File: src/wrsi_pkg.sv
package wrsi_pkg;

   localparam int SAMPLE_W  = 32;
   localparam int FRAC_BITS = 16;
   localparam int PERIOD_W  = 10;
   localparam int SUM_W     = 42;
   localparam int AVG_W     = 48;
   localparam int RSI_W     = 23;
   localparam int CSR_IDX_W = 2;
   localparam int CSR_W     = 32;

   // divider datapath
   localparam int DEN_W   = AVG_W + 1;
   localparam int STEP_W  = 6;
   localparam int SCALE_W = 7;
   localparam int RATIO_STEPS = SCALE_W + FRAC_BITS;
   localparam int T_W     = AVG_W + PERIOD_W + 1;

   localparam logic [SCALE_W-1:0]  RSI_SCALE = SCALE_W'(100);
   localparam logic [RSI_W-1:0]    RSI_FULL  = RSI_W'(100 * (2 ** FRAC_BITS));
   localparam logic [STEP_W-1:0]   AVG_STEPS = STEP_W'(AVG_W);
   localparam logic [STEP_W-1:0]   RSI_STEPS = STEP_W'(RATIO_STEPS);

   localparam logic [CSR_IDX_W-1:0] CSR_PERIOD      = 2'd0;
   localparam logic [CSR_IDX_W-1:0] CSR_SWAP_ENABLE = 2'd1;
   localparam logic [CSR_IDX_W-1:0] CSR_SWAP_LEVEL  = 2'd2;

   localparam logic [PERIOD_W-1:0] PERIOD_RESET     = 10'd14;
   localparam logic [SAMPLE_W-1:0] SWAP_LEVEL_RESET = 32'd65536;

   typedef enum logic [1:0] {
      CMD_CLEAR,
      CMD_WARM,
      CMD_SMOOTH
   } cmd_kind_type;

   typedef struct packed {
      cmd_kind_type        kind;
      logic [SUM_W-1:0]    gain;
      logic [SUM_W-1:0]    loss;
      logic [PERIOD_W-1:0] period;
   } cmd_type;

   typedef struct packed {
      logic [PERIOD_W-1:0] period;
      logic                swap_enable;
      logic [SAMPLE_W-1:0] swap_level;
   } cfg_type;

   typedef struct packed {
      logic               start;
      logic [DEN_W-1:0]   rem;
      logic [AVG_W-1:0]   dividend;
      logic [DEN_W-1:0]   divisor;
      logic [STEP_W-1:0]  steps;
   } div_req_type;

   typedef struct packed {
      logic             done;
      logic [AVG_W-1:0] quotient;
   } div_rsp_type;

endpackage

File: src/wrsi_if.sv
interface wrsi_req_if;
   logic                         valid;
   logic                         ready;
   logic [wrsi_pkg::SAMPLE_W-1:0] sample;
   logic                         first;

   modport source (output valid, output sample, output first, input ready);
   modport sink   (input valid, input sample, input first, output ready);
endinterface

interface wrsi_rsp_if;
   logic                      valid;
   logic                      ready;
   logic [wrsi_pkg::RSI_W-1:0] rsi;
   logic                      undefined;

   modport source (output valid, output rsi, output undefined, input ready);
   modport sink   (input valid, input rsi, input undefined, output ready);
endinterface

File: src/wrsi_front.sv
module wrsi_front (
   input  logic              clock,
   input  logic              reset,
   wrsi_req_if.sink          req,
   input  wrsi_pkg::cfg_type cfg,
   input  logic              full,
   output logic              push,
   output wrsi_pkg::cmd_type cmd
);

   logic [wrsi_pkg::SAMPLE_W-1:0] prev_ff, prev_in;
   logic                          have_ff, have_in;
   logic [wrsi_pkg::PERIOD_W:0]   cnt_ff, cnt_in;
   logic [wrsi_pkg::SUM_W-1:0]    gsum_ff, gsum_in, lsum_ff, lsum_in;

   logic [wrsi_pkg::SAMPLE_W-1:0] s, d, g_in, l_in;
   logic                          rise, swapped, gain, start, accept;
   logic [wrsi_pkg::PERIOD_W-1:0] p;
   logic [wrsi_pkg::PERIOD_W:0]   p_ext, p1, k_raw, k;
   logic [wrsi_pkg::SUM_W-1:0]    gsum_next, lsum_next;

   function automatic logic [wrsi_pkg::SUM_W-1:0] sat_add(
      input logic [wrsi_pkg::SUM_W-1:0]    a,
      input logic [wrsi_pkg::SAMPLE_W-1:0] b
   );
      logic [wrsi_pkg::SUM_W:0] t;
      t = {1'b0, a} + (wrsi_pkg::SUM_W + 1)'(b);
      return t[wrsi_pkg::SUM_W] ? {wrsi_pkg::SUM_W{1'b1}} : t[wrsi_pkg::SUM_W-1:0];
   endfunction

   assign req.ready = !full;
   assign accept    = req.valid && !full;

   always_comb begin
      s       = req.sample;
      rise    = s > prev_ff;
      swapped = cfg.swap_enable && !(s < cfg.swap_level && prev_ff < cfg.swap_level);
      gain    = rise ^ swapped;
      d       = rise ? s - prev_ff : prev_ff - s;
      g_in    = gain ? d : '0;
      l_in    = gain ? '0 : d;
      start   = req.first || !have_ff;

      p     = (cfg.period == '0) ? wrsi_pkg::PERIOD_W'(1) : cfg.period;
      p_ext = {1'b0, p};
      p1    = p_ext + 1'b1;
      k_raw = cnt_ff + 1'b1;
      k     = (k_raw > p1) ? p1 : k_raw;

      gsum_next = sat_add(gsum_ff, g_in);
      lsum_next = sat_add(lsum_ff, l_in);

      push       = accept && (start || k >= p_ext);
      cmd.period = p;
      if (start) begin
         cmd.kind = wrsi_pkg::CMD_CLEAR;
         cmd.gain = '0;
         cmd.loss = '0;
      end else if (k == p_ext) begin
         cmd.kind = wrsi_pkg::CMD_WARM;
         cmd.gain = gsum_next;
         cmd.loss = lsum_next;
      end else begin
         cmd.kind = wrsi_pkg::CMD_SMOOTH;
         cmd.gain = wrsi_pkg::SUM_W'(g_in);
         cmd.loss = wrsi_pkg::SUM_W'(l_in);
      end

      prev_in = prev_ff;
      have_in = have_ff;
      cnt_in  = cnt_ff;
      gsum_in = gsum_ff;
      lsum_in = lsum_ff;
      if (accept) begin
         prev_in = s;
         have_in = 1'b1;
         if (start) begin
            cnt_in  = '0;
            gsum_in = '0;
            lsum_in = '0;
         end else begin
            cnt_in = k;
            if (k < p_ext) begin
               gsum_in = gsum_next;
               lsum_in = lsum_next;
            end else if (k == p_ext) begin
               gsum_in = '0;
               lsum_in = '0;
            end
         end
      end
   end

   always_ff @(posedge clock) begin
      if (reset) begin
         prev_ff <= '0;
         have_ff <= 1'b0;
         cnt_ff  <= '0;
         gsum_ff <= '0;
         lsum_ff <= '0;
      end else begin
         prev_ff <= prev_in;
         have_ff <= have_in;
         cnt_ff  <= cnt_in;
         gsum_ff <= gsum_in;
         lsum_ff <= lsum_in;
      end
   end

endmodule

File: src/wrsi_fifo.sv
module wrsi_fifo (
   input  logic              clock,
   input  logic              reset,
   input  logic              push,
   input  wrsi_pkg::cmd_type push_cmd,
   output logic              full,
   input  logic              pop,
   output logic              head_valid,
   output wrsi_pkg::cmd_type head_cmd
);

   wrsi_pkg::cmd_type entry_ff [2];
   logic       wr_ptr_ff, wr_ptr_in, rd_ptr_ff, rd_ptr_in;
   logic [1:0] count_ff, count_in;
   logic       do_push, do_pop;

   assign full       = count_ff == 2'd2;
   assign head_valid = count_ff != 2'd0;
   assign head_cmd   = entry_ff[rd_ptr_ff];
   assign do_push    = push && !full;
   assign do_pop     = pop && head_valid;

   always_comb begin
      wr_ptr_in = wr_ptr_ff ^ do_push;
      rd_ptr_in = rd_ptr_ff ^ do_pop;
      count_in  = count_ff + {1'b0, do_push} - {1'b0, do_pop};
   end

   always_ff @(posedge clock) begin
      if (do_push) begin
         entry_ff[wr_ptr_ff] <= push_cmd;
      end
   end

   always_ff @(posedge clock) begin
      if (reset) begin
         wr_ptr_ff <= 1'b0;
         rd_ptr_ff <= 1'b0;
         count_ff  <= '0;
      end else begin
         wr_ptr_ff <= wr_ptr_in;
         rd_ptr_ff <= rd_ptr_in;
         count_ff  <= count_in;
      end
   end

endmodule

File: src/wrsi_div.sv
module wrsi_div (
   input  logic                  clock,
   input  logic                  reset,
   input  wrsi_pkg::div_req_type req,
   output wrsi_pkg::div_rsp_type rsp
);

   logic                          busy_ff, done_ff;
   logic [wrsi_pkg::STEP_W-1:0]   cnt_ff;
   logic [wrsi_pkg::DEN_W-1:0]    rem_ff, rem_in, div_ff;
   logic [wrsi_pkg::AVG_W-1:0]    dvd_ff, q_ff, q_in;
   logic [wrsi_pkg::DEN_W:0]      trial, diff;
   logic                          ge;

   always_comb begin
      trial  = {rem_ff, dvd_ff[wrsi_pkg::AVG_W-1]};
      diff   = trial - {1'b0, div_ff};
      ge     = trial >= {1'b0, div_ff};
      rem_in = ge ? diff[wrsi_pkg::DEN_W-1:0] : trial[wrsi_pkg::DEN_W-1:0];
      q_in   = {q_ff[wrsi_pkg::AVG_W-2:0], ge};
   end

   assign rsp.done     = done_ff;
   assign rsp.quotient = q_ff;

   always_ff @(posedge clock) begin
      if (req.start) begin
         rem_ff <= req.rem;
         dvd_ff <= req.dividend;
         div_ff <= req.divisor;
         q_ff   <= '0;
      end else if (busy_ff) begin
         rem_ff <= rem_in;
         dvd_ff <= {dvd_ff[wrsi_pkg::AVG_W-2:0], 1'b0};
         q_ff   <= q_in;
      end
   end

   always_ff @(posedge clock) begin
      if (reset) begin
         busy_ff <= 1'b0;
         done_ff <= 1'b0;
         cnt_ff  <= '0;
      end else begin
         done_ff <= 1'b0;
         if (req.start) begin
            busy_ff <= 1'b1;
            cnt_ff  <= req.steps;
         end else if (busy_ff) begin
            cnt_ff <= cnt_ff - 1'b1;
            if (cnt_ff == wrsi_pkg::STEP_W'(1)) begin
               busy_ff <= 1'b0;
               done_ff <= 1'b1;
            end
         end
      end
   end

endmodule

File: src/wrsi_back.sv
module wrsi_back (
   input  logic              clock,
   input  logic              reset,
   input  logic              head_valid,
   input  wrsi_pkg::cmd_type head_cmd,
   output logic              pop,
   wrsi_rsp_if.source        rsp
);

   typedef enum logic [3:0] {
      S_IDLE, S_GO_WG, S_DIV_WG, S_GO_WL, S_DIV_WL,
      S_MUL_G, S_GO_G, S_DIV_G, S_MUL_L, S_GO_L, S_DIV_L,
      S_EVAL, S_GO_R, S_DIV_R, S_OUT
   } state_type;

   state_type                      state_ff;
   wrsi_pkg::cmd_type              cmd_ff;
   logic [wrsi_pkg::AVG_W-1:0]     avg_g_ff, avg_l_ff;
   logic [wrsi_pkg::T_W-1:0]       t_ff, t_in;
   logic [wrsi_pkg::RSI_W-1:0]     res_rsi_ff, rsi_ff;
   logic                           res_undef_ff, undef_ff, rsp_valid_ff;

   wrsi_pkg::div_req_type          dreq;
   wrsi_pkg::div_rsp_type          drsp;
   logic [wrsi_pkg::AVG_W-1:0]     mul_avg;
   logic [wrsi_pkg::SUM_W-1:0]     mul_d;
   logic [wrsi_pkg::PERIOD_W-1:0]  m;
   logic [wrsi_pkg::AVG_W+wrsi_pkg::PERIOD_W-1:0] mul_prod;
   logic [wrsi_pkg::AVG_W+wrsi_pkg::SCALE_W-1:0] prod;
   logic                           out_free;

   wrsi_div u_div (
      .clock (clock),
      .reset (reset),
      .req   (dreq),
      .rsp   (drsp)
   );

   assign pop       = (state_ff == S_IDLE) && head_valid;
   assign out_free  = !rsp_valid_ff || rsp.ready;
   assign rsp.valid = rsp_valid_ff;
   assign rsp.rsi   = rsi_ff;
   assign rsp.undefined = undef_ff;

   // shared multiplier: avg * (p - 1) + d, gain first then loss
   always_comb begin
      m        = cmd_ff.period - 1'b1;
      mul_avg  = (state_ff == S_MUL_L) ? avg_l_ff : avg_g_ff;
      mul_d    = (state_ff == S_MUL_L) ? cmd_ff.loss : cmd_ff.gain;
      mul_prod = mul_avg * m;
      t_in     = wrsi_pkg::T_W'(mul_prod) + wrsi_pkg::T_W'(mul_d);
      prod     = avg_g_ff * wrsi_pkg::RSI_SCALE;
   end

   always_comb begin
      dreq.start    = 1'b0;
      dreq.rem      = wrsi_pkg::DEN_W'(t_ff >> wrsi_pkg::AVG_W);
      dreq.dividend = t_ff[wrsi_pkg::AVG_W-1:0];
      dreq.divisor  = wrsi_pkg::DEN_W'(cmd_ff.period);
      dreq.steps    = wrsi_pkg::AVG_STEPS;
      case (state_ff)
         S_GO_WG: begin
            dreq.start    = 1'b1;
            dreq.rem      = '0;
            dreq.dividend = wrsi_pkg::AVG_W'(cmd_ff.gain);
         end
         S_GO_WL: begin
            dreq.start    = 1'b1;
            dreq.rem      = '0;
            dreq.dividend = wrsi_pkg::AVG_W'(cmd_ff.loss);
         end
         S_GO_G, S_GO_L: begin
            dreq.start = 1'b1;
         end
         S_GO_R: begin
            // 100 * g << frac over (g + l), quotient below 2^RATIO_STEPS
            dreq.start    = 1'b1;
            dreq.rem      = wrsi_pkg::DEN_W'(prod >> wrsi_pkg::SCALE_W);
            dreq.dividend = {prod[wrsi_pkg::SCALE_W-1:0],
                             {(wrsi_pkg::AVG_W-wrsi_pkg::SCALE_W){1'b0}}};
            dreq.divisor  = {1'b0, avg_g_ff} + {1'b0, avg_l_ff};
            dreq.steps    = wrsi_pkg::RSI_STEPS;
         end
         default: begin
         end
      endcase
   end

   always_ff @(posedge clock) begin
      if (state_ff == S_MUL_G || state_ff == S_MUL_L) begin
         t_ff <= t_in;
      end
      if (pop) begin
         cmd_ff <= head_cmd;
      end
   end

   always_ff @(posedge clock) begin
      if (reset) begin
         state_ff     <= S_IDLE;
         avg_g_ff     <= '0;
         avg_l_ff     <= '0;
         rsp_valid_ff <= 1'b0;
         res_rsi_ff   <= '0;
         res_undef_ff <= 1'b0;
         rsi_ff       <= '0;
         undef_ff     <= 1'b0;
      end else begin
         // raise valid as the staged word moves out, drop it once taken
         if (state_ff == S_OUT && out_free) begin
            rsp_valid_ff <= 1'b1;
         end else if (rsp.ready) begin
            rsp_valid_ff <= 1'b0;
         end
         case (state_ff)
            S_IDLE: begin
               if (head_valid) begin
                  case (head_cmd.kind)
                     wrsi_pkg::CMD_CLEAR: begin
                        avg_g_ff <= '0;
                        avg_l_ff <= '0;
                     end
                     wrsi_pkg::CMD_WARM:   state_ff <= S_GO_WG;
                     wrsi_pkg::CMD_SMOOTH: state_ff <= S_MUL_G;
                     default: begin
                     end
                  endcase
               end
            end
            S_GO_WG:  state_ff <= S_DIV_WG;
            S_DIV_WG: if (drsp.done) begin
               avg_g_ff <= drsp.quotient;
               state_ff <= S_GO_WL;
            end
            S_GO_WL:  state_ff <= S_DIV_WL;
            S_DIV_WL: if (drsp.done) begin
               avg_l_ff <= drsp.quotient;
               state_ff <= S_IDLE;
            end
            S_MUL_G:  state_ff <= S_GO_G;
            S_GO_G:   state_ff <= S_DIV_G;
            S_DIV_G:  if (drsp.done) begin
               avg_g_ff <= drsp.quotient;
               state_ff <= S_MUL_L;
            end
            S_MUL_L:  state_ff <= S_GO_L;
            S_GO_L:   state_ff <= S_DIV_L;
            S_DIV_L:  if (drsp.done) begin
               avg_l_ff <= drsp.quotient;
               state_ff <= S_EVAL;
            end
            S_EVAL: begin
               if (avg_l_ff == '0) begin
                  res_undef_ff <= avg_g_ff == '0;
                  res_rsi_ff   <= (avg_g_ff == '0) ? '0 : wrsi_pkg::RSI_FULL;
                  state_ff     <= S_OUT;
               end else begin
                  state_ff <= S_GO_R;
               end
            end
            S_GO_R:   state_ff <= S_DIV_R;
            S_DIV_R:  if (drsp.done) begin
               res_rsi_ff   <= drsp.quotient[wrsi_pkg::RSI_W-1:0];
               res_undef_ff <= 1'b0;
               state_ff     <= S_OUT;
            end
            S_OUT: begin
               if (out_free) begin
                  rsi_ff       <= res_rsi_ff;
                  undef_ff     <= res_undef_ff;
                  state_ff     <= S_IDLE;
               end
            end
            default: state_ff <= S_IDLE;
         endcase
      end
   end

`ifndef SYNTHESIS
   a_ratio_needs_loss: assert property (@(posedge clock) disable iff (reset)
      (state_ff == S_GO_R) |-> (avg_l_ff != '0))
      else $error("ratio division started with zero loss average");
   a_done_while_waiting: assert property (@(posedge clock) disable iff (reset)
      drsp.done |-> (state_ff == S_DIV_WG || state_ff == S_DIV_WL ||
                     state_ff == S_DIV_G || state_ff == S_DIV_L || state_ff == S_DIV_R))
      else $error("divider finished outside a wait state");
   a_rsi_in_range: assert property (@(posedge clock) disable iff (reset)
      rsp_valid_ff |-> (rsi_ff <= wrsi_pkg::RSI_FULL))
      else $error("rsi word above full scale");
   a_undef_zero: assert property (@(posedge clock) disable iff (reset)
      (rsp_valid_ff && undef_ff) |-> (rsi_ff == '0))
      else $error("undefined word carries nonzero rsi");
`endif

endmodule

File: src/wilder_rsi_indicator.sv
// Relative strength index with Wilder smoothing.
//
// req_port carries one word per sample: an unsigned Q16.16 sample and a
// first flag that starts a new series. rsp_port carries the RSI in Q7.16
// plus an undefined flag; both are valid/ready channels. Registers are
// written through csr_write_enable / csr_index / csr_write_data:
// 0 period, 1 swap enable, 2 swap level; write them only while idle.
//
// The front accepts a word whenever the queue is not full, classifies the
// difference and keeps the warm-up sums; a two-entry command queue feeds
// the back, which owns the averages and one shared restoring divider
// retiring one quotient bit a cycle. A smoothing word runs two average
// divisions (48 divider steps each) plus, unless the loss average is zero,
// a ratio division (23 steps); the end of warm-up runs two 48-step
// divisions, a series start none. The divider sets the sustained rate.
//
// Reset is synchronous; no clearing pass. A stalled receiver holds the
// output register; the back finishes the next word into a staging register
// and the queue keeps taking words until it fills.
module wilder_rsi_indicator (
   input  logic                           clock,
   input  logic                           reset,
   wrsi_req_if.sink                       req_port,
   wrsi_rsp_if.source                     rsp_port,
   input  logic                           csr_write_enable,
   input  logic [wrsi_pkg::CSR_IDX_W-1:0] csr_index,
   input  logic [wrsi_pkg::CSR_W-1:0]     csr_write_data
);

   wrsi_pkg::cfg_type cfg_ff;
   wrsi_pkg::cmd_type push_cmd, head_cmd;
   logic              push, full, pop, head_valid;

   // hold the register file; unknown indexes drop
   always_ff @(posedge clock) begin
      if (reset) begin
         cfg_ff.period      <= wrsi_pkg::PERIOD_RESET;
         cfg_ff.swap_enable <= 1'b1;
         cfg_ff.swap_level  <= wrsi_pkg::SWAP_LEVEL_RESET;
      end else if (csr_write_enable) begin
         case (csr_index)
            wrsi_pkg::CSR_PERIOD:
               cfg_ff.period <= csr_write_data[wrsi_pkg::PERIOD_W-1:0];
            wrsi_pkg::CSR_SWAP_ENABLE:
               cfg_ff.swap_enable <= csr_write_data[0];
            wrsi_pkg::CSR_SWAP_LEVEL:
               cfg_ff.swap_level <= csr_write_data[wrsi_pkg::SAMPLE_W-1:0];
            default: begin
            end
         endcase
      end
   end

   wrsi_front u_front (
      .clock (clock),
      .reset (reset),
      .req   (req_port),
      .cfg   (cfg_ff),
      .full  (full),
      .push  (push),
      .cmd   (push_cmd)
   );

   wrsi_fifo u_fifo (
      .clock      (clock),
      .reset      (reset),
      .push       (push),
      .push_cmd   (push_cmd),
      .full       (full),
      .pop        (pop),
      .head_valid (head_valid),
      .head_cmd   (head_cmd)
   );

   wrsi_back u_back (
      .clock      (clock),
      .reset      (reset),
      .head_valid (head_valid),
      .head_cmd   (head_cmd),
      .pop        (pop),
      .rsp        (rsp_port)
   );

endmodule
File: src/flat_wrapper.sv
// flat-port wrapper written by rule: the top's interface ports become plain ports
module wilder_rsi_indicator_flat 
  (clock, reset, csr_write_enable, csr_index, csr_write_data, req_port_valid, req_port_sample, req_port_first, req_port_ready, rsp_port_valid, rsp_port_rsi, rsp_port_undefined, rsp_port_ready);
  wrsi_req_if req_port_i ();
  wrsi_rsp_if rsp_port_i ();
  input  logic clock;
  input  logic reset;
  input  logic csr_write_enable;
  input  logic [wrsi_pkg::CSR_IDX_W-1:0] csr_index;
  input  logic [wrsi_pkg::CSR_W-1:0] csr_write_data;
  input wire logic [$bits(req_port_i.valid)-1:0] req_port_valid;
  input wire logic [$bits(req_port_i.sample)-1:0] req_port_sample;
  input wire logic [$bits(req_port_i.first)-1:0] req_port_first;
  output wire logic [$bits(req_port_i.ready)-1:0] req_port_ready;
  output wire logic [$bits(rsp_port_i.valid)-1:0] rsp_port_valid;
  output wire logic [$bits(rsp_port_i.rsi)-1:0] rsp_port_rsi;
  output wire logic [$bits(rsp_port_i.undefined)-1:0] rsp_port_undefined;
  input wire logic [$bits(rsp_port_i.ready)-1:0] rsp_port_ready;
  assign req_port_i.valid = req_port_valid;
  assign req_port_i.sample = req_port_sample;
  assign req_port_i.first = req_port_first;
  assign req_port_ready = req_port_i.ready;
  assign rsp_port_valid = rsp_port_i.valid;
  assign rsp_port_rsi = rsp_port_i.rsi;
  assign rsp_port_undefined = rsp_port_i.undefined;
  assign rsp_port_i.ready = rsp_port_ready;
  wilder_rsi_indicator u_core (.clock(clock), .reset(reset), .req_port(req_port_i), .rsp_port(rsp_port_i), .csr_write_enable(csr_write_enable), .csr_index(csr_index), .csr_write_data(csr_write_data));
endmodule
File: config.mk
export PLATFORM = sky130hd
export DESIGN_NAME = wilder_rsi_indicator_flat
export DESIGN_NICKNAME = d
export VERILOG_FILES = /design/src/wrsi_pkg.sv /design/src/wrsi_if.sv /design/src/wrsi_front.sv /design/src/wrsi_fifo.sv /design/src/wrsi_div.sv /design/src/wrsi_back.sv /design/src/wilder_rsi_indicator.sv /design/src/flat_wrapper.sv
export SDC_FILE = /design/constraint.sdc
export NUM_CORES = 2
export LEC_CHECK = 0
export BUFFER_PORTS_ARGS = -buffer_cell sky130_fd_sc_hd__buf_4
export CAP_MARGIN = 30
export CORE_UTILIZATION = 45
export DETAILED_ROUTE_END_ITERATION = 10
export PLACE_DENSITY = 0.69
export SLEW_MARGIN = 10
export SYNTH_ARGS = -nofsm -noshare
export SYNTH_HDL_FRONTEND = slang
export SYNTH_HIERARCHICAL = 1
export SYNTH_SLANG_ARGS = --single-unit
export TNS_END_PERCENT = 100
File: constraint.sdc
create_clock -name clock -period 7.75 [get_ports clock]
set_input_delay 1.1625 -clock clock [delete_from_list [all_inputs] [get_ports clock]]
set_output_delay 1.1625 -clock clock [all_outputs]
set_load 0.01 [all_outputs]
==> flow_summary.toml <==
[clocking]
clock_sinks = 871
cts-root-buf = "clkbuf_16"
cts_max_level = 3
cts_tree = "built"
numCtsBuffers = 98
clk_pin_slew_worst_paths_ns = 0.06
insertion_delay_ns = 0.75
cts_buffer_depth = 3

[die]
num_rows = 150
die-area_um2 = 171000
die_width_um = 413.5
start_util_pct = 45.47
die_y_um = 413.5
io-pin-count = 98
core_um2 = 167600

[worst_setup_path]
crit_type = "register to register"
worst_setup_path_start_kind = "register"
worstRegToRegCells = 26
required_ns = 8.27
cp_max_fo = 23
cp-end-kind = "register"
cp.arrival_ns = 8.02

[drt]
dr.pass1.iters = 8
wl_per_cell_um = 21.45
ant_nets = 0
wl_um = 235300
dr_total_vias = 63830
drc_errors = 0
drtIter0Drc = 5824
avgViaCountPerCell = 5.821

[timing]
rsz0062_at_grt = "yes"
max_freq_mhz = 133.3
finClkSkew_ns = 0.07267
fin_crit_sh_pct = 96.80
hold_slack_ns = 0.4561
setup_viol = 0
hold_viol = 0
slew_headroom_pct = 26.14
slew_violations = 0
tightestPinTransition_ns = 1.108
period_needed_ns = 7.502

[cells_and_area]
drive_gt1_share_pct = 11.13
final_cell_mix = "1,020 x inv_1, 901 x nand2_1, 743 x nor2_1"
nNetsFinal = 9768
utilization_pct = 50.12
final_common_cell = "inv_1"
finalInstanceArea_um2 = 84000
syn_to_final_growth_pct = 10.22

[pwr]
switching_share_pct = 40.93
p_leak_nw = 34.94
seqPwrFrac_pct = 32.5
internal_power_mw = 12.17
p_sw_mw = 8.433
power_density_nw_per_um2 = 245.3
clock_power_share_pct = 23.0
vdd_drop_max_mv = 0.2229
combPwrFrac_pct = 44.5

[yosys]
syn-mean-instance-area_um2 = 8.855
synth_flop_cell = "edfxtp_1"
synth_cell_types = 148
syn_inst = 8607
synth_edf_count = 491
ys_ff_latch = 871
synthesis.area_um2 = 76210
ys_async_sr_fraction_pct = 0
yosys_warnings = 6
ys_seq_area_share_pct = 29.33

[hold_path]
hold_path_depth = 2
hold_class = "register to register"

[grt]
grt_pass1_wl_um = 366400
grt_overflow = 0
grt_max_degree = 127
antenna_found_initial = 6
grt_util_all_layers_pct = 27.33
grt_pass1_vias = 63000

[placed_design]
place_hpwl_um = 181700
gp_congestion = 0.9780
placed_cell_area_um2 = 80450
io_buffers = 97

[flow_run]
cap_violations = 0

[run_status]
status = "finished clean"
kinds of logic (layout without fill, tap and decap cells):
| logic type | after synthesis | after routing | share of synthesized area [%] |
|---|---|---|---|
| AOI/OAI and AO/OA | 1939 | 1939 | 16.56 |
| other | 2 | 8 | 0.009854 |
| and+or+nand+nor | 2599 | 2599 | 15.84 |
| xor gates and xnor gates | 329 | 329 | 3.881 |
| buffers and inverters | 1470 | 1619 | 7.737 |
| adders and majority gates | 1039 | 1039 | 21.52 |
| DFF | 871 | 871 | 29.33 |
| muxes | 358 | 358 | 5.117 |
path summary, 6_finish.rpt:
| path | start | end | slack (ns) |
|---|---|---|---|
| max | u_core/u_back/state_ff[0] | u_core/u_back/t_ff[57] | 0.25 |
| min | u_core/u_back/res_rsi_ff[9] | u_core/u_back/rsp.rsi[9] | 0.46 |
| max reg2reg | u_core/u_back/state_ff[0] | u_core/u_back/t_ff[57] | 0.25 |
| min reg2reg | u_core/u_back/res_rsi_ff[9] | u_core/u_back/rsp.rsi[9] | 0.46 |
per-stage QoR:
stage | setup WS [ns] | TNS [ns] | std cells | total power, mW
2_1_floorplan | 0.005346 | 0 | 8608 | 12.94
3_3_place_gp | 0.1818 | 0 | 10760 | 15.58
3_5_place_dp | -0.1073 | -0.1073 | 10770 | 15.70
4_1_cts | 0.009414 | 0 | 10960 | 20.55
5_1_grt | -0.07544 | -0.08084 | 10960 | 21.71
6_report | 0.2480 | 0 | 10970 | 20.60
state kept, by name, indices dropped and copies added, names as in the netlist, 32 cells and up:
register and cells:
u_core/u_back/t_ff 59, u_core/u_front/prev_ff 32, u_core/u_front/lsum_ff 42, u_core/u_back/avg_g_ff 48
u_core/u_back/u_div/dvd_ff 48, u_core/u_back/avg_l_ff 48, u_core/cfg_ff 43, u_core/u_back/u_div/q_ff 48
u_core/u_back/u_div/div_ff 49, u_core/u_front/gsum_ff 42, u_core/u_fifo/entry_ff 192, u_core/u_back/cmd_ff 94
u_core/u_back/u_div/rem_ff 49
cell type report:
type	count	area, um2
antenna	5	12.51
timing repair buffer	413	3398
tap	2204	2758
clock buffer	143	2853
fill	15570	83600
clock inverter	41	447.9
sequential	871	22360
inverter	1022	3836
multi-input combinational	6267	48340
per-layer routing:
metal  vias to the layer above  track usage [%]  part of all wire [%]
met5                         -                0                 0.031
met4                        12            13.46                   5.4
met3                       496            4.367                   6.9
met2                      2480            43.92                    46
met1                     31100            35.69                    42
li1                      29750                -                     -
worst max-delay path: stages (launching register included):
cell	delay, ns
dfxtp_1	0.31
inv_1	0.16
nand2_1	0.14
nor3_4	0.25
buf_12	0.23
buf_12	0.21
mux2i_1	0.40
buf_4	0.25
nor2_1	0.08
fa_1	0.50
inv_1	0.05
fa_1	0.49
fa_1	0.54
fa_1	0.53
fa_1	0.56
inv_1	0.05
ha_1	0.38
a21oi_1	0.21
o21ai_0	0.16
a221oi_1	0.29
o21ai_1	0.15
a221oi_4	0.40
a2111oi_2	0.13
buf_4	0.16
nor2_1	0.16
mux2i_1	0.12
a2111oi_2	0.36
synthesized netlist by cell type, types with 16 or more instances:
library cell	number	area [um2]
and3_1	41	256.5
a2bb2oi_1	45	394.1
xor2_1	113	989.7
nand2_1	902	3386
dfxtp_1	380	7607
o31ai_1	24	180.2
nand3_1	259	1296
and2_1	52	325.3
nor2_1	748	2808
a21o_1	147	1104
o22ai_1	47	294.0
or2_2	35	219.0
buf_1	24	90.09
o21ai_1	66	330.3
edfxtp_1	491	14740
o21ai_0	342	1712
o21bai_1	72	540.5
mux2i_1	182	1822
nor3_1	96	480.5
xnor2_1	210	1839
nand4_1	98	613.1
and4_1	16	140.1
buf_6	27	304.0
or3_1	26	162.7
nand2b_1	147	919.6
buf_2	71	355.3
a21oi_1	681	3408
fa_1	458	9169
o211ai_1	33	247.7
inv_1	1020	3829
o21a_1	44	330.3
a221oi_1	19	166.4
ha_1	565	7069
a211oi_1	58	435.4
nor2b_1	42	262.8
a22oi_1	19	142.6
mux2_2	153	1723
nor4_1	39	244.0
a222oi_1	42	420.4
a31oi_1	54	337.8
mux2_4	19	285.3
clkbuf_1	311	1167
power groups by stage:
| stage | logic [mW] | clock network [mW] | registers [mW] |
|---|---|---|---|
| 2_1_floorplan | 6.33 | 0 | 6.61 |
| 3_3_place_gp | 8.85 | 0 | 6.73 |
| 3_5_place_dp | 8.93 | 0 | 6.77 |
| 4_1_cts | 9.03 | 4.84 | 6.69 |
| 5_1_grt | 9.92 | 5.00 | 6.78 |
| 6_report | 9.16 | 4.74 | 6.69 |
repair_timing:
action	in CTS	in global routing
pin swaps	3	4
gates cloned	1	0
hold buffers	0	0
setup buffers	3	1
resized for setup	5	18
endpoints found under the setup margin	1	11
Power figures use the tool's default switching activity.
